==> src/hw/rtl/dtlpm_pkg.sv <==
// Shared types and constants for the decimal digit trie prefix matcher.
`default_nettype none

package dtlpm_pkg;

    localparam int NODE_COUNT_DEF = 65536;
    localparam int MAX_DIGITS_DEF = 32;

    localparam int DIGIT_W   = 6;
    localparam int LEN_W     = 7;
    localparam int CARRIER_W = 16;
    localparam int REF_W     = 17;
    localparam int NODE_W    = 16;
    localparam int SLOT_W    = 4;
    localparam int CHAR_W    = 8;
    localparam int OP_W      = 2;

    typedef logic [OP_W-1:0] op_t;

    localparam op_t OP_WRITE = 2'd0;
    localparam op_t OP_CHAR  = 2'd1;
    localparam op_t OP_EMPTY = 2'd2;

    localparam logic [SLOT_W-1:0] CARRIER_SLOT = 4'd10;
    localparam logic [CHAR_W-1:0] CHAR_ZERO    = 8'h30;
    localparam logic [CHAR_W-1:0] DIGIT_MAX    = 8'd9;

    typedef struct packed {
        op_t                       op;
        logic [NODE_W-1:0]         node_index;
        logic [SLOT_W-1:0]         slot;
        logic signed [REF_W-1:0]   word_value;
        logic [CHAR_W-1:0]         char_code;
        logic                      last_char;
    } item_t;

    typedef struct packed {
        logic signed [LEN_W-1:0]   match_length;
        logic [CARRIER_W-1:0]      carrier_id;
    } result_t;

    typedef struct packed {
        logic      valid;
        result_t   res;
    } res_push_t;

endpackage

`default_nettype wire

==> src/hw/rtl/dtlpm_walker.sv <==
// Trie walk sequencer: node memory writes, per-digit reads and best-match tracking.
`default_nettype none

module dtlpm_walker #(
    parameter int NODE_COUNT = dtlpm_pkg::NODE_COUNT_DEF,
    parameter int MAX_DIGITS = dtlpm_pkg::MAX_DIGITS_DEF,
    localparam int NODE_AW  = $clog2(NODE_COUNT),
    localparam int CHILD_AW = $clog2(NODE_COUNT * 10)
) (
    input  wire logic                              clk,
    input  wire logic                              rst_n,
    input  wire logic                              s_tvalid,
    output logic                                   s_tready,
    input  wire dtlpm_pkg::item_t                  item,
    input  wire logic                              room,
    output dtlpm_pkg::res_push_t                   push,
    output logic                                   child_we,
    output logic [CHILD_AW-1:0]                    child_waddr,
    output logic [dtlpm_pkg::REF_W-1:0]            child_wdata,
    output logic                                   child_re,
    output logic [CHILD_AW-1:0]                    child_raddr,
    input  wire logic [dtlpm_pkg::REF_W-1:0]       child_rdata,
    output logic                                   car_we,
    output logic [NODE_AW-1:0]                     car_waddr,
    output logic [dtlpm_pkg::CARRIER_W-1:0]        car_wdata,
    output logic                                   car_re,
    output logic [NODE_AW-1:0]                     car_raddr,
    input  wire logic [dtlpm_pkg::CARRIER_W-1:0]   car_rdata
);

    typedef enum logic [1:0] {
        ST_IDLE,
        ST_STEP,
        ST_FIN,
        ST_ROOT
    } state_t;

    state_t                                state_reg, state_next;
    logic [dtlpm_pkg::NODE_W-1:0]          node_reg, node_next;
    logic [dtlpm_pkg::DIGIT_W-1:0]         digits_reg, digits_next;
    logic signed [dtlpm_pkg::LEN_W-1:0]    best_len_reg, best_len_next;
    logic [dtlpm_pkg::CARRIER_W-1:0]       best_car_reg, best_car_next;
    logic                                  stopped_reg, stopped_next;
    logic                                  pend_reg, pend_next;
    logic                                  fresh_reg, fresh_next;
    logic                                  go_reg, go_next;
    logic                                  last_reg, last_next;

    logic                                  accept;
    logic                                  fresh;
    logic                                  go;
    logic [dtlpm_pkg::CHAR_W-1:0]          digit;
    logic signed [dtlpm_pkg::LEN_W-1:0]    eff_len;
    logic [dtlpm_pkg::CARRIER_W-1:0]       eff_car;
    logic signed [dtlpm_pkg::LEN_W-1:0]    root_len;
    logic [dtlpm_pkg::CARRIER_W-1:0]       root_car;
    logic signed [dtlpm_pkg::REF_W-1:0]    cref;
    logic [dtlpm_pkg::REF_W-1:0]           leaf_mag;
    logic [dtlpm_pkg::DIGIT_W-1:0]         digits_inc;
    logic                                  node_ok;
    logic [23:0]                           rd_idx;
    logic [23:0]                           wr_idx;

    assign s_tready = (state_reg == ST_IDLE) && room;
    assign accept   = s_tvalid && s_tready;
    assign digit    = item.char_code - dtlpm_pkg::CHAR_ZERO;
    assign go       = (32'(digits_reg) < MAX_DIGITS) && (digit <= dtlpm_pkg::DIGIT_MAX);
    assign fresh    = !stopped_reg && (digits_reg == '0) && (node_reg == '0)
                      && (best_len_reg < 0) && (best_car_reg == '0);
    assign node_ok  = 32'(item.node_index) < NODE_COUNT;
    assign rd_idx   = {5'd0, node_reg, 3'd0} + {7'd0, node_reg, 1'd0} + {20'd0, digit[3:0]};
    assign wr_idx   = {5'd0, item.node_index, 3'd0} + {7'd0, item.node_index, 1'd0}
                      + {20'd0, item.slot};
    assign cref       = $signed(child_rdata);
    assign leaf_mag   = dtlpm_pkg::REF_W'(-cref);
    assign digits_inc = digits_reg + 1'b1;

    // pending carrier check of the node entered by the previous digit
    always_comb
    begin
        if (pend_reg && (car_rdata != '0))
        begin
            eff_len = $signed({1'b0, digits_reg});
            eff_car = car_rdata;
        end
        else
        begin
            eff_len = best_len_reg;
            eff_car = best_car_reg;
        end
        if (car_rdata != '0)
        begin
            root_len = '0;
            root_car = car_rdata;
        end
        else
        begin
            root_len = -7'sd1;
            root_car = '0;
        end
    end

    always_comb
    begin
        state_next    = state_reg;
        node_next     = node_reg;
        digits_next   = digits_reg;
        best_len_next = best_len_reg;
        best_car_next = best_car_reg;
        stopped_next  = stopped_reg;
        pend_next     = pend_reg;
        fresh_next    = fresh_reg;
        go_next       = go_reg;
        last_next     = last_reg;
        push          = '0;
        child_we      = 1'b0;
        child_waddr   = CHILD_AW'(wr_idx);
        child_wdata   = item.word_value;
        child_re      = 1'b0;
        child_raddr   = CHILD_AW'(rd_idx);
        car_we        = 1'b0;
        car_waddr     = NODE_AW'(item.node_index);
        car_wdata     = (item.word_value > 0) ? item.word_value[15:0] : '0;
        car_re        = 1'b0;
        car_raddr     = '0;

        case (state_reg)
            ST_IDLE:
            begin
                best_len_next = eff_len;
                best_car_next = eff_car;
                pend_next     = 1'b0;
                if (accept)
                begin
                    case (item.op)
                        dtlpm_pkg::OP_WRITE:
                        begin
                            if (node_ok && (item.slot < dtlpm_pkg::CARRIER_SLOT))
                            begin
                                child_we = 1'b1;
                            end
                            else if (node_ok && (item.slot == dtlpm_pkg::CARRIER_SLOT))
                            begin
                                car_we = 1'b1;
                            end
                        end
                        dtlpm_pkg::OP_CHAR:
                        begin
                            if (stopped_reg)
                            begin
                                if (item.last_char)
                                begin
                                    push.valid            = 1'b1;
                                    push.res.match_length = eff_len;
                                    push.res.carrier_id   = eff_car;
                                    node_next     = '0;
                                    digits_next   = '0;
                                    best_len_next = -7'sd1;
                                    best_car_next = '0;
                                    stopped_next  = 1'b0;
                                end
                            end
                            else
                            begin
                                child_re   = go;
                                car_re     = fresh;
                                fresh_next = fresh;
                                go_next    = go;
                                last_next  = item.last_char;
                                state_next = ST_STEP;
                            end
                        end
                        dtlpm_pkg::OP_EMPTY:
                        begin
                            car_re     = 1'b1;
                            state_next = ST_ROOT;
                        end
                        default:
                        begin
                        end
                    endcase
                end
            end
            ST_STEP:
            begin
                if (fresh_reg)
                begin
                    best_len_next = root_len;
                    best_car_next = root_car;
                end
                if (!go_reg)
                begin
                    stopped_next = 1'b1;
                end
                else if ((cref == '0) || ((cref > 0) && (32'(cref[15:0]) >= NODE_COUNT)))
                begin
                    stopped_next = 1'b1;
                end
                else if (cref < 0)
                begin
                    digits_next   = digits_inc;
                    best_len_next = $signed({1'b0, digits_inc});
                    best_car_next = leaf_mag[16] ? '1 : leaf_mag[15:0];
                    stopped_next  = 1'b1;
                end
                else
                begin
                    digits_next = digits_inc;
                    node_next   = cref[15:0];
                    car_re      = 1'b1;
                    car_raddr   = NODE_AW'(cref[15:0]);
                    pend_next   = 1'b1;
                end
                state_next = last_reg ? ST_FIN : ST_IDLE;
            end
            ST_FIN:
            begin
                push.valid            = 1'b1;
                push.res.match_length = eff_len;
                push.res.carrier_id   = eff_car;
                node_next     = '0;
                digits_next   = '0;
                best_len_next = -7'sd1;
                best_car_next = '0;
                stopped_next  = 1'b0;
                pend_next     = 1'b0;
                state_next    = ST_IDLE;
            end
            ST_ROOT:
            begin
                push.valid            = 1'b1;
                push.res.match_length = root_len;
                push.res.carrier_id   = root_car;
                node_next     = '0;
                digits_next   = '0;
                best_len_next = -7'sd1;
                best_car_next = '0;
                stopped_next  = 1'b0;
                pend_next     = 1'b0;
                state_next    = ST_IDLE;
            end
            default:
            begin
                state_next = ST_IDLE;
            end
        endcase
    end

    always_ff @(posedge clk or negedge rst_n)
    begin
        if (!rst_n)
        begin
            state_reg    <= ST_IDLE;
            node_reg     <= '0;
            digits_reg   <= '0;
            best_len_reg <= -7'sd1;
            best_car_reg <= '0;
            stopped_reg  <= 1'b0;
            pend_reg     <= 1'b0;
            fresh_reg    <= 1'b0;
            go_reg       <= 1'b0;
            last_reg     <= 1'b0;
        end
        else
        begin
            state_reg    <= state_next;
            node_reg     <= node_next;
            digits_reg   <= digits_next;
            best_len_reg <= best_len_next;
            best_car_reg <= best_car_next;
            stopped_reg  <= stopped_next;
            pend_reg     <= pend_next;
            fresh_reg    <= fresh_next;
            go_reg       <= go_next;
            last_reg     <= last_next;
        end
    end

endmodule

`default_nettype wire

==> config.mk <==
export PLATFORM = sky130hd
export DESIGN_NAME = dtlpm_walker
export DESIGN_NICKNAME = d
export VERILOG_FILES = /design/src/hw/rtl/dtlpm_pkg.sv /design/src/hw/rtl/dtlpm_walker.sv
export SDC_FILE = /design/constraint.sdc
export NUM_CORES = 1
export LEC_CHECK = 0
export BUFFER_PORTS_ARGS = -buffer_cell sky130_fd_sc_hd__clkbuf_2
export CAP_MARGIN = 40
export CORE_ASPECT_RATIO = 0.75
export CORE_MARGIN = 4
export CORE_UTILIZATION = 55
export CTS_CLUSTER_DIAMETER = 120
export DETAILED_ROUTE_END_ITERATION = 8
export PLACE_DENSITY = 0.88
export SETUP_SLACK_MARGIN = 0.4
export SLEW_MARGIN = 25
export SYNTH_ARGS = -nofsm -noshare
export SYNTH_HDL_FRONTEND = slang
export SYNTH_SLANG_ARGS = --single-unit
==> constraint.sdc <==
create_clock -name clk -period 7.75 [get_ports clk]
set_clock_uncertainty 0.2 [all_clocks]
set_input_delay 1.1625 -clock clk [delete_from_list [all_inputs] [get_ports clk]]
set_output_delay 1.1625 -clock clk [all_outputs]
set_load 0.02 [all_outputs]
Yosys cells after proc, flatten, opt, wreduce, memory -nomap -nowiden
Cells that the tools add are included.
{"block": "totals", "reg_bits": 52, "in_bits": 85, "output_inout_bits": 134, "elab_cells": 149}
{"block": "op_classes", "addsub": 7, "order_cmp": 6, "eq_ne": 16, "mux": 85, "bitwise": 1, "n_reduce_logical": 24}
{"cell": "$mux 16", "count": 23}
{"cell": "$mux 24", "count": 4}
{"cell": "$pmux 16 s3", "count": 2}
{"cell": "$pmux 24 s3", "count": 1}
{"cell": "$mux 7", "count": 10}
{"cell": "$add 19x17->20", "count": 2}
{"cell": "$add 20x4->20", "count": 2}
{"cell": "$mux 6", "count": 6}
{"cell": "$logic_not 16->1", "count": 2}
{"cell": "$mux 1", "count": 28}
{"cell": "$pmux 7 s3", "count": 1}
{"cell": "$pmux 6 s3", "count": 1}
{"cell": "$gt 17x1->1 const B", "count": 1}
{"cell": "$logic_not 17->1", "count": 1}
{"cell": "$lt 17x1->1 const B", "count": 1}
{"cell": "$neg 17->17", "count": 1}
{"cell": "$reduce_bool 16->1", "count": 1}
{"cell": "$ne 2x2->1 const B", "count": 6}
{"cell": "$reduce_and 3->1", "count": 3}
{"cell": "$le 8x4->1 const B", "count": 1}
{"cell": "$logic_and 1x1->1", "count": 8}
{"cell": "$sub 8x6->8 const B", "count": 1}
{"cell": "$lt 7x1->1 const B", "count": 1}
{"cell": "$reduce_and 7->1", "count": 1}
{"cell": "other kinds (23)", "count": 31}

Longest topological paths before layout
{"block": "logic_depth", "ltp_word": 9, "depth_mapped": 13, "ltp_nobuf": 12}

Worst setup path after synthesis
Ideal clock, no wire load.
{"block": "synth_path", "path_type": "in2out", "start": "in item[4] (netlist name)", "end": "out child_raddr[16]", "arrival_time_ns": 4.019, "required_time_ns": 6.387, "path_slack_ns": 2.368, "path_stages": 9, "path_buffers": 0, "path_cell_list": "inv_1 -> fa_1 -> inv_1 -> fa_1 -> a211oi_1 -> nor2_1 -> o22a_1 -> a221o_1 -> o311ai_0"}
{"block": "synth_via", "elab_chain_len": 2}
{"element": "from (decl)", "line_no": "dtlpm_walker.sv:14", "rtl": "input wire dtlpm_pkg::item_t item,"}
{"element": "$sub 8x6->8", "line_no": "dtlpm_walker.sv:66", "rtl": "assign digit = item.char_code - dtlpm_pkg::CHAR_ZERO;"}
{"element": "$add 20x4->20", "line_no": "dtlpm_walker.sv:71", "rtl": "assign rd_idx = {5'd0, node_reg, 3'd0} + {7'd0, node_reg, 1'd0} + {20'd0, digit[3:0]};"}
{"element": "to (decl)", "line_no": "dtlpm_walker.sv:21", "rtl": "output logic [CHILD_AW-1:0] child_raddr,"}
Every way passes these cells.

Worst setup path in the final report
{"block": "layout_path", "start": "in item[4] (netlist name)", "end": "out child_raddr[18]"}
The elaborated chain is that of the path after synthesis.

==> out/qor.yml <==
run_status:
  status: "completed"
global_routing:
  grt_usage_pct: 27.3
  grt_pass1_vias: 5743
  grt_max_degree: 53
  antenna_found_initial: 0
  grt_pass1_wl_um: 28900
  overflow: 0
logic_synthesis:
  syn-num-nets: 873
  synthFlopType: "dfrtp_1"
  synth_top_family_by_area: "compound AO/OA/AOI/OAI gates"
  netlist_area_um2: 5990
  yosysWarnings: 0
  muxShareOfSynthArea_pct: 6.43
  synth_xor_area_share_pct: 5.55
  synthSimpleGateAreaFrac_pct: 18.6
  synth_compound_area_share_pct: 23.4
  synth_cells: 714
  ys_seq_area_share_pct: 21.9
  synth_seq_cells: 52
  synth_edf_count: 0
  synth-adder-area-share_pct: 15.9
  syn_avg_cell_area_um2: 8.40
  synthDistinctLibCells: 68
  synthArstFlopShare_pct: 100
cts:
  cts_tree: "built"
  post_cts_buffers: 0
  clock_latency_ns: 0.30
  cts-htree-levels: 2
  cts_resized: 0
  cts_buffers: 5
  numClockSinks: 52
  clk_pin_slew_ns: 0.06
  holdBufCountCts: 0
  clockRootBuffer: "clkbuf_16"
  cts_buffer_depth: 2
sta:
  hold_viol: 0
  finalCritPeriodShare_pct: 70.6
  layout_min_cycle_time_ns: 5.47
  setup_tns_ns: 0
  rsz0062_at_grt: "no"
  slew_headroom_pct: 44.4
  worst_pin_slew_ns: 0.826
  fmax_mhz: 183
  setup_viol: 0
  slew_violations: 0
route:
  via_per_inst: 6.14
  vias: 6261
  wirelength_um: 18000
  ant_nets: 0
  firstDrtPassIters: 5
  drtIter0Drc: 460
  drt-wirelength-per-cell_um: 17.6
  drc: 0
setup_path:
  worstPathArrival_ns: 4.11
  critPathKind: "primary input to output port"
  crit_path_end_kind: "output port"
  cp.required_ns: 6.39
  start_kind: "primary input"
  worst-path-max-fanout: 4
job:
  max_cap_violations: 0
pwr:
  pwr-share-clk_pct: 22.5
  swShare_pct: 39.6
  vdd_drop_max_uv: 99.4
  p_int_uw: 681
  switchingPower_uw: 447
  seq_power_share_pct: 33.9
  pwr-share-comb_pct: 43.6
  power_density_nw_per_um2: 159
  leakagePower_uw: 0.00401
die:
  die_x_um: 129
  core_um2: 10500
  ioPinCount: 219
  die-area_um2: 12700
  die_y_um: 98.4
  placementRows: 32
  start_util_pct: 57.4
cells_and_area:
  antenna_cells: 0
  multi_input_area_um2: 4190
  mostFrequentLayoutCells: "217 x clkbuf_2, 70 x ha_1, 60 x o21ai_0"
  drive_above_1_share_pct: 28.7
  finalNetCount: 1042
  layout_commonest_cell: "clkbuf_2"
  n_fill_cell: 886
  final-seq-area_um2: 1310
  areaGrowthSynthToFinish_pct: 18.4
  final_area_um2: 7100
placement:
  place.gp.congestion: 0.976
  hpwl_um: 14300
  place_area_um2: 6930
  io_buffer_count: 216
worst_hold_path:
  hold_class: "flop to flop"
power by group through the flow:
stage | sequential [µW] | clock, µW | combinational (µW)
2_1_floorplan | 363 | 0 | 354
3_3_place_gp | 395 | 0 | 456
3_5_place_dp | 386 | 0 | 484
6_report | 383 | 254 | 491
5_1_grt | 390 | 266 | 537
4_1_cts | 381 | 257 | 487
kinds of logic after synthesis:
logic type,Yosys count
mux,38
simple gates,202
flops,52
buf+inv,93
xor+xnor,38
compound gates,217
fa+ha+maj,74
cell type report:
type / instances / area share [%]
multi-input cells: 569 / 59.1
clock buffers: 6 / 1.82
clock inverters: 2 / 0.494
flip-flops and latches: 52 / 18.5
inverters: 32 / 1.69
repair buffers: 223 / 16.0
well taps: 136 / 2.40
critical path, stage by stage:
cell	delay, ns
clkbuf_2	0.09
inv_1	0.06
fa_1	0.54
inv_1	0.07
fa_1	0.48
a211oi_1	0.24
nor2_1	0.11
o22a_1	0.26
a221o_1	0.38
a311oi_1	0.36
xnor2_1	0.16
clkbuf_2	0.19
stage by stage:
step	cells	worst slack [ns]	hold slack [ns]	power [µW]	util, %
after detailed placement	1011	2.32	0.304	869	66.3
after global placement	1008	2.39	0.288	851	66.0
final	1020	2.28	0.315	1130	67.9
after CTS	1019	2.30	0.320	1130	67.9
after global routing	1020	2.12	0.337	1190	67.9
after floorplan	714	2.37	0.263	718	-
Yosys cell counts, types with 3 or more instances:
library cell | instances | share of area, %
a211o_1 | 3 | 0.44
a211oi_1 | 13 | 1.6
a21o_1 | 24 | 3.0
a21oi_1 | 43 | 3.6
a22o_1 | 18 | 2.6
a22oi_1 | 6 | 0.75
a31oi_1 | 5 | 0.52
and2_1 | 11 | 1.1
and3_1 | 22 | 2.3
buf_2 | 5 | 0.42
buf_4 | 37 | 4.6
clkbuf_1 | 17 | 1.1
dfrtp_1 | 45 | 19
dfstp_2 | 7 | 3.1
fa_1 | 4 | 1.3
ha_1 | 70 | 15
inv_1 | 32 | 2.0
mux2_2 | 4 | 0.75
mux2i_1 | 34 | 5.7
nand2_1 | 36 | 2.3
nand2b_1 | 6 | 0.63
nand3_1 | 13 | 1.1
nand3b_1 | 3 | 0.38
nand4_1 | 8 | 0.83
nor2_1 | 34 | 2.1
nor2b_1 | 12 | 1.3
nor3_1 | 14 | 1.2
nor4_1 | 20 | 2.1
o211ai_1 | 3 | 0.38
o21a_1 | 11 | 1.4
o21ai_0 | 60 | 5.0
o21ai_1 | 4 | 0.33
o22ai_1 | 5 | 0.52
or3_1 | 5 | 0.52
xnor2_1 | 25 | 3.7
xor2_1 | 13 | 1.9
worst paths after layout:
kind	start	slack [ns]	cells after the start	end
worst max-delay path	item[4]	2.28	12	child_raddr[18]
worst min-delay path	last_reg$_DFFE_PN0P_	0.32	1	last_reg$_DFFE_PN0P_
worst max register to register	state_reg[1]$_DFFE_PN0P_	4.63	6	node_reg[2]$_DFFE_PN0P_
worst min register to register	last_reg$_DFFE_PN0P_	0.32	1	last_reg$_DFFE_PN0P_
max in group asynchronous	rst_n	6.12	2	node_reg[14]$_DFFE_PN0P_
min in group asynchronous	rst_n	0.79	2	best_car_reg[5]$_DFF_PN0_
per-layer routing:
| layer | part of all wire, % | global-route usage, % |
|---|---|---|
| met5 | 0 | 0 |
| met4 | 1.5 | 5.33 |
| met3 | 9.4 | 5.47 |
| met2 | 46 | 43.4 |
| met1 | 43 | 38.9 |
Power figures use the tool's default switching activity.
