### config.mk
export PLATFORM = sky130hd
export DESIGN_NAME = dtlpm_outq
export DESIGN_NICKNAME = d
export VERILOG_FILES = /design/src/hw/rtl/dtlpm_pkg.sv /design/src/hw/rtl/dtlpm_outq.sv
export SDC_FILE = /design/constraint.sdc
export NUM_CORES = 1
export LEC_CHECK = 0
export ABC_AREA = 1
export ABC_CLOCK_PERIOD_IN_PS = 2900
export BUFFER_PORTS_ARGS = -buffer_cell sky130_fd_sc_hd__buf_4
export CAP_MARGIN = 10
export CORE_ASPECT_RATIO = 0.9
export CORE_MARGIN = 1.5
export CORE_UTILIZATION = 51
export DETAILED_ROUTE_END_ITERATION = 7
export PLACE_DENSITY = 0.78
export SETUP_SLACK_MARGIN = 0.05
export SLEW_MARGIN = 20
export SYNTH_ARGS = -nofsm -noshare
export SYNTH_HDL_FRONTEND = slang
export SYNTH_SLANG_ARGS = --single-unit
### constraint.sdc
create_clock -name clk -period 2.9 [get_ports clk]
set_input_delay 0 -clock clk [delete_from_list [all_inputs] [get_ports clk]]
set_output_delay 0 -clock clk [all_outputs]
set_load 0.01 [all_outputs]
### src/hw/rtl/dtlpm_pkg.sv
// Shared types and constants for the decimal digit trie prefix matcher.
`default_nettype none

package dtlpm_pkg;

    localparam int NODE_COUNT_DEF = 65536;
    localparam int MAX_DIGITS_DEF = 32;

    localparam int DIGIT_W   = 6;
    localparam int LEN_W     = 7;
    localparam int CARRIER_W = 16;
    localparam int REF_W     = 17;
    localparam int NODE_W    = 16;
    localparam int SLOT_W    = 4;
    localparam int CHAR_W    = 8;
    localparam int OP_W      = 2;

    typedef logic [OP_W-1:0] op_t;

    localparam op_t OP_WRITE = 2'd0;
    localparam op_t OP_CHAR  = 2'd1;
    localparam op_t OP_EMPTY = 2'd2;

    localparam logic [SLOT_W-1:0] CARRIER_SLOT = 4'd10;
    localparam logic [CHAR_W-1:0] CHAR_ZERO    = 8'h30;
    localparam logic [CHAR_W-1:0] DIGIT_MAX    = 8'd9;

    typedef struct packed {
        op_t                       op;
        logic [NODE_W-1:0]         node_index;
        logic [SLOT_W-1:0]         slot;
        logic signed [REF_W-1:0]   word_value;
        logic [CHAR_W-1:0]         char_code;
        logic                      last_char;
    } item_t;

    typedef struct packed {
        logic signed [LEN_W-1:0]   match_length;
        logic [CARRIER_W-1:0]      carrier_id;
    } result_t;

    typedef struct packed {
        logic      valid;
        result_t   res;
    } res_push_t;

endpackage

`default_nettype wire

### src/hw/rtl/dtlpm_outq.sv
// Two-entry result queue between the trie walker and the output stream.
`default_nettype none

module dtlpm_outq (
    input  wire logic                 clk,
    input  wire logic                 rst_n,
    input  wire dtlpm_pkg::res_push_t push,
    output logic                      room,
    output logic                      m_tvalid,
    input  wire logic                 m_tready,
    output dtlpm_pkg::result_t        head
);

    logic [1:0]         cnt_reg;
    logic [1:0]         cnt_next;
    dtlpm_pkg::result_t q0_reg;
    dtlpm_pkg::result_t q0_next;
    dtlpm_pkg::result_t q1_reg;
    dtlpm_pkg::result_t q1_next;
    logic               pop;

    assign pop      = m_tvalid && m_tready;
    assign m_tvalid = (cnt_reg != 2'd0);
    assign room     = (cnt_reg != 2'd2);
    assign head     = q0_reg;

    always_comb
    begin
        cnt_next = cnt_reg;
        q0_next  = q0_reg;
        q1_next  = q1_reg;
        if (pop)
        begin
            if (cnt_reg == 2'd2)
            begin
                q0_next = q1_reg;
            end
            else if (push.valid)
            begin
                q0_next = push.res;
            end
        end
        else if (push.valid)
        begin
            if (cnt_reg == 2'd0)
            begin
                q0_next = push.res;
            end
            else
            begin
                q1_next = push.res;
            end
        end
        cnt_next = cnt_reg + {1'b0, push.valid} - {1'b0, pop};
    end

    always_ff @(posedge clk or negedge rst_n)
    begin
        if (!rst_n)
        begin
            cnt_reg <= 2'd0;
        end
        else
        begin
            cnt_reg <= cnt_next;
        end
    end

    always_ff @(posedge clk)
    begin
        q0_reg <= q0_next;
        q1_reg <= q1_next;
    end

endmodule

`default_nettype wire

# After elaboration in Yosys (flattened, before gate mapping)
# Index checks and enable logic that the tools add are counted.
[op_classes]
eq_ne = 2
n_reduce_logical = 8
multipliers = 0
n_shift = 0
order_cmp = 0
muxes = 5
bitwise_logic = 2
n_div = 0
addsub = 2
[op_table]
columns = ["cell", "count"]
rows = [
  ["23-bit 2-to-1 mux", 5],
  ["2-bit nonzero test", 4],
  ["3-bit AND reduction", 2],
  ["2-bit by 1-bit adder with 2-bit output", 1],
  ["2-bit equality test, second input constant", 1],
  ["2-bit logical NOT", 1],
  ["2-bit inequality test, second input constant", 1],
  ["1-bit inverter", 2],
  ["2-bit by 1-bit subtractor with 2-bit output", 1],
  ["1-bit logical AND", 1],
]
[word_totals]
latchBits = 0
memories = 0
romBits = 0
in_bits = 27
mem_bits_rw = 0
word_cells = 24
reg_bits = 48
out_inout_bits = 25

# Logic depth before layout (Yosys ltp)
# Gate-level depths: netlist of run 1.
[logic_depth]
depth_word = 4
mapped_depth = 8
depth_no_buf = 7

# Worst setup path after synthesis of run 1
# OpenSTA, ideal clock, no wires.
[synth_path]
path_type = "flip-flop to flip-flop"
start = "register cnt_reg[1]"
end = "register q1_reg[0] in the netlist's numbering (enable)"
setup_ns = 0.432
path_stages_with_launch = 3
path_buffers = 0
t_required_ns = 2.468
period_less_slack_ns = 2.522
t_arrival_ns = 2.090
path_slack_ns = 0.378
cell_sequence = "dfrtp_1 > nor2_1 > nor3_1"
[synth_via]
elab_chain_len = 4
elab_cells_between_ends = 6
classes_between = "bitwise: 2; reduce/logical: 4"
[synth_rtl]
columns = ["element", "line", "source"]
rows = [
  ["start: declaration", "dtlpm_outq.sv:14", "logic [1:0] cnt_reg;"],
  ["start signal: assignment", "dtlpm_outq.sv:65", "cnt_reg <= cnt_next;"],
  ["2-bit nonzero test", "dtlpm_outq.sv:23", "assign m_tvalid = (cnt_reg != 2'd0);"],
  ["1-bit logical AND", "dtlpm_outq.sv:22", "assign pop = m_tvalid && m_tready;"],
  ["1-bit inverter (no source line)", "-", ""],
  ["3-bit AND reduction (no source line) (*)", "-", ""],
  ["end signal: assignment", "dtlpm_outq.sv:72", "q1_reg <= q1_next;"],
  ["end: declaration", "dtlpm_outq.sv:18", "dtlpm_pkg::result_t q1_reg;"],
]
# Every way passes the cells marked *; elsewhere a longest branch is shown, timed or not.
# A chain may end at the register's enable or synchronous reset.

# Final worst setup path of run 1
[layout_path]
start = "register cnt_reg[1]"
end = "register q0_reg (netlist bit head[17]) (enable)"
[layout_via]
elab_chain_len = 4
elab_cells_between_ends = 8
classes_between = "eq/ne: 1; reduce/logical: 7"
[layout_rtl]
columns = ["element", "line", "source"]
rows = [
  ["2-bit nonzero test", "dtlpm_outq.sv:23", ""],
  ["1-bit logical AND", "dtlpm_outq.sv:22", ""],
  ["2-bit nonzero test (no source line)", "-", ""],
  ["3-bit AND reduction (no source line) (*)", "-", ""],
  ["end signal: assignment", "dtlpm_outq.sv:71", "q0_reg <= q0_next;"],
  ["end: declaration", "dtlpm_outq.sv:16", "dtlpm_pkg::result_t q0_reg;"],
]
# Marked as above.

==> flow_metrics.tcl, run 1 <==
set metrics [dict create \
    power.switching_mw 0.536 \
    p_clk_share_pct 20.2 \
    wl_um 3710 \
    startpoint_type "flop" \
    clock_path_buffers 2 \
    detail-route-antenna-nets 0 \
    hold_violations 0 \
    max_stage_delay_ns 0.43 \
    combinationalPowerShare_pct 26.8 \
    grt_overflow_total 0 \
    dieWidth_um 66.9 \
    wire_per_inst_um 14.0 \
    gp_congestion 0.769 \
    grt_pass1_vias 1354 \
    reg2reg_from "cnt_reg[1]$_DFF_PN0_" \
    cts_tree "done" \
    row_count 20 \
    syn-cell-area_um2 1870 \
    ys_seq_elements 48 \
    crit_type "reg -> reg" \
    swShare_pct 29.1 \
    synth_top_area_share_pct 73.7 \
    diodes 0 \
    htree_levels 2 \
    p_leak_nw 1.11 \
    route.met3.wl_um 162 \
    sequentialPowerShare_pct 53.0 \
    crit_path_cell_trace "inv_2 > nor2_4 > inv_1 > a21oi_2 > buf_4" \
    clk_pin_slew_worst_paths_ns 0.08 \
    dieArea_um2 4050 \
    worstPathArrival_ns 1.84 \
    r2r-end "head[17]$_DFFE_PP_" \
    wl_met2_um 2040 \
    yosys.cell_types.count 17 \
    fillers 218 \
    postCtsSetupBuffers 0 \
    antenna_found_initial 0 \
    period_minus_slack_ns 1.86 \
    yosysMostFrequentCell "nand2_1" \
    register_area_um2 1430 \
    status "completed" \
    max_slew.worst_pin.slew_ns 0.598 \
    wl_met1_um 1390 \
    post-synth-top-area-cell "edfxtp_1" \
    die-height_um 60.5 \
    critPathRequiredTime_ns 2.88 \
    initial_core_util_pct 54.2 \
    syn_inst 143 \
    finalSetupViolations 0 \
    grt_pass1_wl_um 6030 \
    fin_skew_ns 0.00406 \
    first_pass_iters 4 \
    highest_layer "met4" \
    multi_input_area_um2 370 \
    drc 0 \
    path_max_fanout 24 \
    place_inst 233 \
    drt_iter0_markers 109 \
    clock_sinks 48 \
    cts_resized 0 \
    crit_slowest_cell "dfrtp_1" \
    post-route-period-util_pct 64.2 \
    portBuffers 51 \
    setup-tns-final_ns 0 \
    yosysWarnings 0 \
    intPower_mw 1.31 \
    core_region_area_um2 3450 \
    clkLatencyLatePin_ns 0.29 \
    vias_per_cell 4.96 \
    reg2regPathDepth 5 \
    ios 52 \
    worstSetupEndpointType "flop" \
    syn_area_per_cell_um2 13.1 \
    synth_top_flop_cell "edfxtp_1" \
    rsz0062_at_grt "false" \
    grt_usage_pct 21.1 \
    relSlewSlack_pct 59.9 \
    vias 1319 \
    p_per_area_nw_per_um2 706 \
    ir_drop_mv 0.485 \
    hold_class "in -> async" \
    hpwl_um 2280 \
    finalNonFillerCells 266 \
    max_cap_viol_count 0 \
    synth_top_cells_by_count "nand2_1 (48), edfxtp_1 (46), nand3_1 (24)" \
    synth_edf_count 46 \
    final_max_slew_viol_count 0 \
    async_reset_ff_share_pct 4.17 \
    cts_root_buffer "clkbuf_8" \
    ys_seq_area_share_pct 76.4 \
    r2r_slack_ns 1.04 \
    nets 249 \
    drive_above_1_share_pct 28.8 \
    cts_buffers 5 \
    max_freq_mhz 537 \
    area_growth_pct 39.6 \
    grt_max_degree 29 \
    synth_fp_nets 171 \
    synth_area_leaders "edfxtp_1 (74%), nand2_1 (9.6%), nand3_1 (6.4%)" \
]
==> layout make-up <==
type	count	share of cell area (%)
sequential	48	54.7
inverter	7	1.00
timing repair buffer	78	24.8
clock buffer	6	2.78
clock inverter	2	0.431
multi-input combinational	81	14.2
tap	44	2.11
==> placed cells by master (no fill, tap or decap) <==
cell and count:
a21oi_2 1, buf_4 53, clkbuf_1 1, clkbuf_8 5, clkinv_1 1, clkinvlp_4 1
dfrtp_1 2, dlygate4sd3_1 25, edfxtp_1 46, ha_1 1, inv_1 6, inv_2 1
nand2_1 48, nand3_1 24, nand3_2 1, nor2_1 2, nor2_4 1, nor3_2 1
o21ai_0 2
==> timing repair <==
action / in CTS / in global routing
hold buffers: 25 / 0
hold endpoints to repair: 41 / 0
setup endpoints to repair: 0 / 0
==> metal layers <==
metal / GRT usage [%] / vias to the layer above
met5: 0 / -
met4: 9.91 / 0
met3: 5.19 / 12
met2: 38.9 / 54
met1: 23.1 / 605
li1: - / 648
==> critical path: cells and delay by family, from the launching register on <==
family / cells / cell delay [ns]
buf+inv: 3 / 0.54
flops: 1 / 0.43
simple gates: 1 / 0.40
compound gates: 1 / 0.16
==> power groups by stage <==
| stage | Combinational, mW | Clock [mW] | Sequential [mW] |
|---|---|---|---|
| 2_1_floorplan | 0.222 | 0 | 1.04 |
| 3_3_place_gp | 0.451 | 0 | 0.987 |
| 3_5_place_dp | 0.466 | 0 | 0.994 |
| 4_1_cts | 0.494 | 0.378 | 0.979 |
| 5_1_grt | 0.546 | 0.398 | 0.993 |
| 6_report | 0.495 | 0.372 | 0.978 |
==> cells by family (layout without fill, tap and decap cells) <==
family / Yosys count / count (layout) / share of synthesized area [%]
AO/OA/AOI/OAI: 3 / 3 / 0.801
adder cells (fa/ha/maj): 1 / 1 / 0.668
buffers and inverters: 14 / 93 / 4.27
flip-flops: 48 / 48 / 76.4
AND/OR/NAND/NOR: 77 / 77 / 17.8
==> per-stage QoR <==
stage | setup slack, ns | cell area [um2] | total power [mW] | hold WS [ns] | utilization, %
2_1_floorplan | 0.378 | 1870 | 1.26 | -0.296 | -
3_3_place_gp | 1.19 | 2280 | 1.44 | -0.218 | 66.1
3_5_place_dp | 1.07 | 2280 | 1.46 | -0.214 | 66.1
4_1_cts | 1.07 | 2620 | 1.85 | 0.00885 | 75.7
5_1_grt | 0.892 | 2620 | 1.94 | 0.0162 | 75.7
6_report | 1.04 | 2620 | 1.85 | 0.0158 | 75.7
==> worst max path at each step <==
stage | startpoint | endpoint | slack, ns | cells after the start
2_1_floorplan | cnt_reg[1]$_DFF_PN0_ | q1_reg[0]$_DFFE_PP_ | 0.38 | 2
3_3_place_gp | cnt_reg[1]$_DFF_PN0_ | head[3]$_DFFE_PP_ | 1.19 | 5
3_5_place_dp | cnt_reg[1]$_DFF_PN0_ | head[12]$_DFFE_PP_ | 1.07 | 5
4_1_cts | cnt_reg[1]$_DFF_PN0_ | head[12]$_DFFE_PP_ | 1.07 | 5
5_1_grt | cnt_reg[1]$_DFF_PN0_ | head[7]$_DFFE_PP_ | 0.89 | 5
6_report | cnt_reg[1]$_DFF_PN0_ | head[17]$_DFFE_PP_ | 1.04 | 5
Power figures use the tool's default switching activity.
==> run 2, diff against run 1 <==
--- a/config.mk
+++ b/config.mk
@@ -5,8 +5,8 @@
 export SDC_FILE = /design/constraint.sdc
 export NUM_CORES = 1
 export LEC_CHECK = 0
-export ABC_AREA = 1
-export ABC_CLOCK_PERIOD_IN_PS = 2900
+export ABC_AREA = 0
+export ABC_CLOCK_PERIOD_IN_PS = 1800
 export BUFFER_PORTS_ARGS = -buffer_cell sky130_fd_sc_hd__buf_4
 export CAP_MARGIN = 10
 export CORE_ASPECT_RATIO = 0.9
==> constraint.sdc (replaced) <==
create_clock -name clk -period 1.8 [get_ports clk]
set_input_delay 0 -clock clk [delete_from_list [all_inputs] [get_ports clk]]
set_output_delay 0 -clock clk [all_outputs]
set_load 0.01 [all_outputs]
==> flow_metrics.tcl, run 2 <==
set metrics [dict create \
    portBuffers 51 \
    final_max_slew_viol_count 0 \
    drt_iter0_markers 44 \
    ys_seq_area_share_pct 76.3 \
    power.switching_mw 0.739 \
    combinationalPowerShare_pct 25.3 \
    p_leak_nw 1.10 \
    yosysWarnings 0 \
    sequentialPowerShare_pct 53.7 \
    clock_path_buffers 2 \
    die-height_um 60.5 \
    grt_pass1_vias 1044 \
    syn_inst 86 \
    critPathRequiredTime_ns 1.85 \
    finalSetupViolations 0 \
    dpl_worst_slack_ns 0.198 \
    cts_resized 0 \
    drc 0 \
    area_growth_pct 41.3 \
    nets 197 \
    post-synth-top-area-cell "edfxtp_1" \
    layout_setup_ws_ns 0.194 \
    gp_congestion 0.634 \
    crit_type "reg -> reg" \
    relSlewSlack_pct 69.7 \
    async_reset_ff_share_pct 4.17 \
    hold_violations 0 \
    wire_per_inst_um 16.4 \
    period_minus_slack_ns 1.61 \
    mostFrequentLayoutCell "buf_4" \
    clkLatencyLatePin_ns 0.29 \
    fin_skew_ns 0.00359 \
    synth_top_flop_cell "edfxtp_1" \
    grt_max_degree 25 \
    worstPathArrival_ns 1.65 \
    first_pass_iters 3 \
    p_clk_share_pct 21.0 \
    max_cap_viol_count 0 \
    ios 52 \
    ir_drop_mv 0.712 \
    fillers 207 \
    syn_area_per_cell_um2 21.8 \
    p_per_area_nw_per_um2 1080 \
    dieWidth_um 66.9 \
    clock_sinks 48 \
    intPower_mw 2.13 \
    core_region_area_um2 3450 \
    multi_input_area_um2 418 \
    diodes 0 \
    detail-route-antenna-nets 0 \
    design_area_um2 2650 \
    ys_seq_elements 48 \
    drive_above_1_share_pct 50.3 \
    syn-cell-area_um2 1880 \
    synth_top_cells_by_count "edfxtp_1 (46), mux2_4 (19), mux2_2 (4)" \
    vias 1025 \
    postCtsSetupBuffers 0 \
    path_max_fanout 24 \
    final_cell_mix "buf_4 (52), edfxtp_1 (46), dlygate4sd3_1 (25), mux2_4 (19), clkbuf_8 (5)" \
    post-route-period-util_pct 89.2 \
    worstSetupEndpointType "flop" \
    yosys.cell_types.count 14 \
    rsz0062_at_grt "false" \
    dpl_cell_area_um2 2320 \
    htree_levels 2 \
    wl_um 3500 \
    setup-tns-final_ns 0 \
    dieArea_um2 4050 \
    antenna_found_initial 0 \
    cts_root_buffer "clkbuf_8" \
    cts_hold_buf 25 \
    grt_usage_pct 19.4 \
    synth_top_area_share_pct 73.6 \
    status "completed" \
    cts_buffers 5 \
    synth_area_leaders "edfxtp_1 (74%), mux2_4 (15%), dfrtp_1 (2.7%)" \
    grt_pass1_wl_um 5270 \
    register_area_um2 1430 \
    yosysMostFrequentCell "edfxtp_1" \
    max_freq_mhz 623 \
    hpwl_um 2180 \
    max_slew.worst_pin.slew_ns 0.455 \
    synth_fp_nets 114 \
    vias_per_cell 4.81 \
    swShare_pct 25.8 \
    finalNonFillerCells 213 \
    cts_tree "done" \
    place_inst 181 \
    clk_pin_slew_worst_paths_ns 0.08 \
    startpoint_type "flop" \
    hold_class "in -> async" \
    synth_edf_count 46 \
    row_count 20 \
    initial_core_util_pct 54.3 \
    grt_overflow_total 0 \
]
==> run 2: cell types whose count changed after synthesis, sizes merged, moves of 3 or more <==
cell   change
inv        -5
mux2      +23
buf        -4
nor2       -3
nand2     -46
nand3     -24
==> run 2: per-layer routing <==
metal / vias up / track usage (%) / part of all wire [%]
met2: 30 / 35.1 / 56
met4: 0 / 7.00 / 1.4
met1: 494 / 21.9 / 38
li1: 496 / - / -
met3: 5 / 6.12 / 4.1
met5: - / 0 / 0
==> run 2: cells by family (layout without fill, tap and decap cells) <==
group           count (synthesis)  in the layout  share of synthesized area (%)
compound gates                  3              3                          0.800
xor+xnor                        1              1                          0.467
fa+ha+maj                       1              1                          0.667
buf+inv                         4             87                           1.60
flops                          48             48                           76.3
mux                            24             24                           18.1
simple gates                    5              5                           2.00
==> run 2: final timing paths <==
kind | from | end | slack, ns | cells after the start
worst max-delay path | cnt_reg[0]$_DFF_PN0_ | head[12]$_DFFE_PP_ | 0.19 | 3
worst min-delay path | rst_n | cnt_reg[0]$_DFF_PN0_ | 0.02 | 2
worst max register to register | cnt_reg[0]$_DFF_PN0_ | head[12]$_DFFE_PP_ | 0.19 | 3
worst min register to register | q1_reg[17]$_DFFE_PP_ | head[17]$_DFFE_PP_ | 0.55 | 1
max in group asynchronous | rst_n | cnt_reg[1]$_DFF_PN0_ | 1.70 | 2
min in group clk | m_tready | cnt_reg[1]$_DFF_PN0_ | 0.15 | 4
==> run 2: final cells by class <==
class	instances	share of cell area, %
Tap cell	44	2.08
Multi-Input combinational cell	34	15.8
Timing Repair Buffer	78	24.9
Clock buffer	6	2.74
Clock inverter	1	0.189
Inverter	2	0.283
Sequential cell	48	54.0
==> run 2: critical path, cell delays in order, from the launching register on <==
cell	delay [ns]
dfrtp_1	0.42
inv_1	0.13
nand3_4	0.37
mux2_4	0.44
==> run 2: power groups by stage <==
stage | clock network (mW) | logic, mW | registers (mW)
2_1_floorplan | 0 | 0.321 | 1.61
3_3_place_gp | 0 | 0.670 | 1.56
3_5_place_dp | 0 | 0.690 | 1.57
6_report | 0.602 | 0.727 | 1.54
5_1_grt | 0.665 | 0.778 | 1.56
4_1_cts | 0.609 | 0.736 | 1.54
==> run 2: metrics by stage <==
stage	power (mW)	utilization, %	hold slack (ns)
after CTS	2.89	76.7	0.0138
after global routing	3.00	76.7	0.00251
after floorplan	1.94	-	-0.296
final	2.87	76.7	0.0158
after detailed placement	2.26	67.2	-0.213
after global placement	2.23	67.2	-0.217
==> run 3, diff against run 2 <==
--- a/config.mk
+++ b/config.mk
@@ -13,6 +13,7 @@
 export CORE_MARGIN = 1.5
 export CORE_UTILIZATION = 51
 export DETAILED_ROUTE_END_ITERATION = 7
+export GPL_TIMING_DRIVEN = 0
 export PLACE_DENSITY = 0.78
 export SETUP_SLACK_MARGIN = 0.05
 export SLEW_MARGIN = 20
==> flow_metrics.tcl, run 3 (synthesized netlist as in run 2, its figures left out) <==
set metrics [dict create \
    drt_iter0_markers 109 \
    hpwl_um 2420 \
    path_max_fanout 23 \
    clock_sinks 48 \
    postCtsSetupBuffers 0 \
    die-height_um 60.5 \
    fillers 210 \
    ir_drop_mv 0.767 \
    core_region_area_um2 3450 \
    worstSetupEndpointType "flop" \
    antenna_found_initial 0 \
    startpoint_type "flop" \
    status "completed" \
    gp_congestion 0.612 \
    grt_overflow_total 0 \
    vias 1066 \
    critPathRequiredTime_ns 1.73 \
    detail-route-antenna-nets 0 \
    fin_skew_ns 0.00380 \
    grt_pass1_vias 1067 \
    p_leak_nw 1.11 \
    finalSetupViolations 0 \
    diodes 0 \
    cts_buffers 5 \
    rsz0062_at_grt "false" \
    power.switching_mw 0.748 \
    cts_tree "done" \
    drc 0 \
    cts_root_buffer "clkbuf_8" \
    initial_core_util_pct 54.3 \
    relSlewSlack_pct 49.3 \
    multi_input_area_um2 427 \
    grt_pass1_wl_um 5590 \
    grt_usage_pct 20.8 \
    max_freq_mhz 610 \
    first_pass_iters 4 \
    register_area_um2 1430 \
    layout_setup_ws_ns 0.160 \
    hold_violations 0 \
    grt_max_degree 24 \
    row_count 20 \
    critPathBufInv 0 \
    htree_levels 2 \
    nets 197 \
    p_clk_share_pct 20.4 \
    post-route-util_pct 77.0 \
    mostFrequentLayoutCell "buf_4" \
    wire_per_inst_um 17.3 \
    max_slew.worst_pin.slew_ns 0.757 \
    crit_type "reg -> reg" \
    finalNonFillerCells 214 \
    max_cap_viol_count 0 \
    ios 52 \
    place_inst 181 \
    clock_path_buffers 2 \
    intPower_mw 2.13 \
    dieWidth_um 66.9 \
    clk_pin_slew_worst_paths_ns 0.08 \
    wl_um 3710 \
    post-route-period-util_pct 91.1 \
    final_cell_mix "buf_4 (51), edfxtp_1 (46), dlygate4sd3_1 (25), mux2_4 (19), clkbuf_8 (5)" \
    max_stage_delay_ns 0.62 \
    portBuffers 51 \
    drive_above_1_share_pct 51.2 \
    final_max_slew_viol_count 0 \
    vias_per_cell 4.98 \
    combinationalPowerShare_pct 25.7 \
    worstPathArrival_ns 1.57 \
    period_minus_slack_ns 1.64 \
    crit_slowest_cell "o21ai_4" \
    swShare_pct 26.0 \
    clkLatencyLatePin_ns 0.29 \
    sequentialPowerShare_pct 53.9 \
    cp_top_family "compound AO/OA/AOI/OAI gates" \
    p_per_area_nw_per_um2 1080 \
    hold_class "in -> async" \
    crit_path_cell_trace "mux2i_1 > o21ai_4" \
    dieArea_um2 4050 \
    area_growth_pct 41.8 \
    dpl_worst_slack_ns -0.145 \
    holdWs_ns 0.0267 \
]
==> run 3: cell count changes in the layout (fill, tap and decap cells not counted) <==
| cell | delta |
|---|---|
| buf_12 | -1 |
| buf_4 | -1 |
| clkbuf_1 | -1 |
| and3_2 | +1 |
| buf_6 | +2 |
| and3_1 | -1 |
| o21ai_2 | -1 |
| clkinv_1 | +1 |
| o21ai_4 | +1 |
| clkinv_2 | +1 |
==> run 3: power by group through the flow <==
stage	clock [mW]	sequential, mW	combinational [mW]
after floorplan	0	1.61	0.321
after global placement	0	1.56	0.660
after detailed placement	0	1.57	0.693
after CTS	0.599	1.55	0.745
after global routing	0.657	1.57	0.793
final	0.587	1.55	0.739
==> run 3: per-layer routing <==
metal / wire [um] / up-vias / track usage [%] / part of all wire [%]
met5: 0 / - / 0 / 0
met4: 67 / 0 / 9.91 / 1.8
met3: 176 / 6 / 5.94 / 4.7
met2: 2100 / 36 / 37.9 / 57
met1: 1360 / 524 / 22.6 / 37
li1: - / 500 / - / -
==> run 3: final timing paths <==
path                                      start              endpoint  slack [ns]  cells past startpoint
min in group clk                       m_tready  cnt_reg[0]$_DFF_PN0_        0.17                      3
min                                       rst_n  cnt_reg[0]$_DFF_PN0_        0.03                      2
max reg2reg                cnt_reg[1]$_DFF_PN0_    head[11]$_DFFE_PP_        0.16                      2
min reg2reg                q1_reg[12]$_DFFE_PP_    head[12]$_DFFE_PP_        0.55                      1
max                        cnt_reg[1]$_DFF_PN0_    head[11]$_DFFE_PP_        0.16                      2
max in group asynchronous                 rst_n  cnt_reg[1]$_DFF_PN0_        1.69                      2
==> run 3: layout make-up <==
class                           count  share of cell area (%)
Sequential cell                    48                    53.8
Timing Repair Buffer               76                    23.8
Multi-Input combinational cell     34                    16.0
Clock buffer                        5                    2.59
Tap cell                           44                    2.07
Buffer                              2                   0.847
Clock inverter                      3                   0.518
Inverter                            2                   0.282
==> run 3: worst register-to-register path: cells and delay by family, from the launching register on <==
| kind | cells | cell delay (ns) |
|---|---|---|
| AO/OA/AOI/OAI | 1 | 0.62 |
| flip-flops | 1 | 0.46 |
| multiplexers | 1 | 0.19 |
==> run 3: stage by stage <==
| step | setup TNS, ns | power [mW] | area, um2 |
|---|---|---|---|
| 3_5_place_dp | -5.35 | 2.27 | 2320 |
| 2_1_floorplan | 0 | 1.94 | 1880 |
| 4_1_cts | 0 | 2.89 | 2660 |
| 6_report | 0 | 2.88 | 2660 |
| 5_1_grt | 0 | 3.02 | 2660 |
| 3_3_place_gp | -2.37 | 2.22 | 2320 |
==> run 3: repair_timing <==
item / in CTS / in global routing
gates resized for setup: 2 / 0
hold endpoints to repair: 26 / 0
hold buffers: 25 / 0
endpoints found under the setup margin: 46 / 0
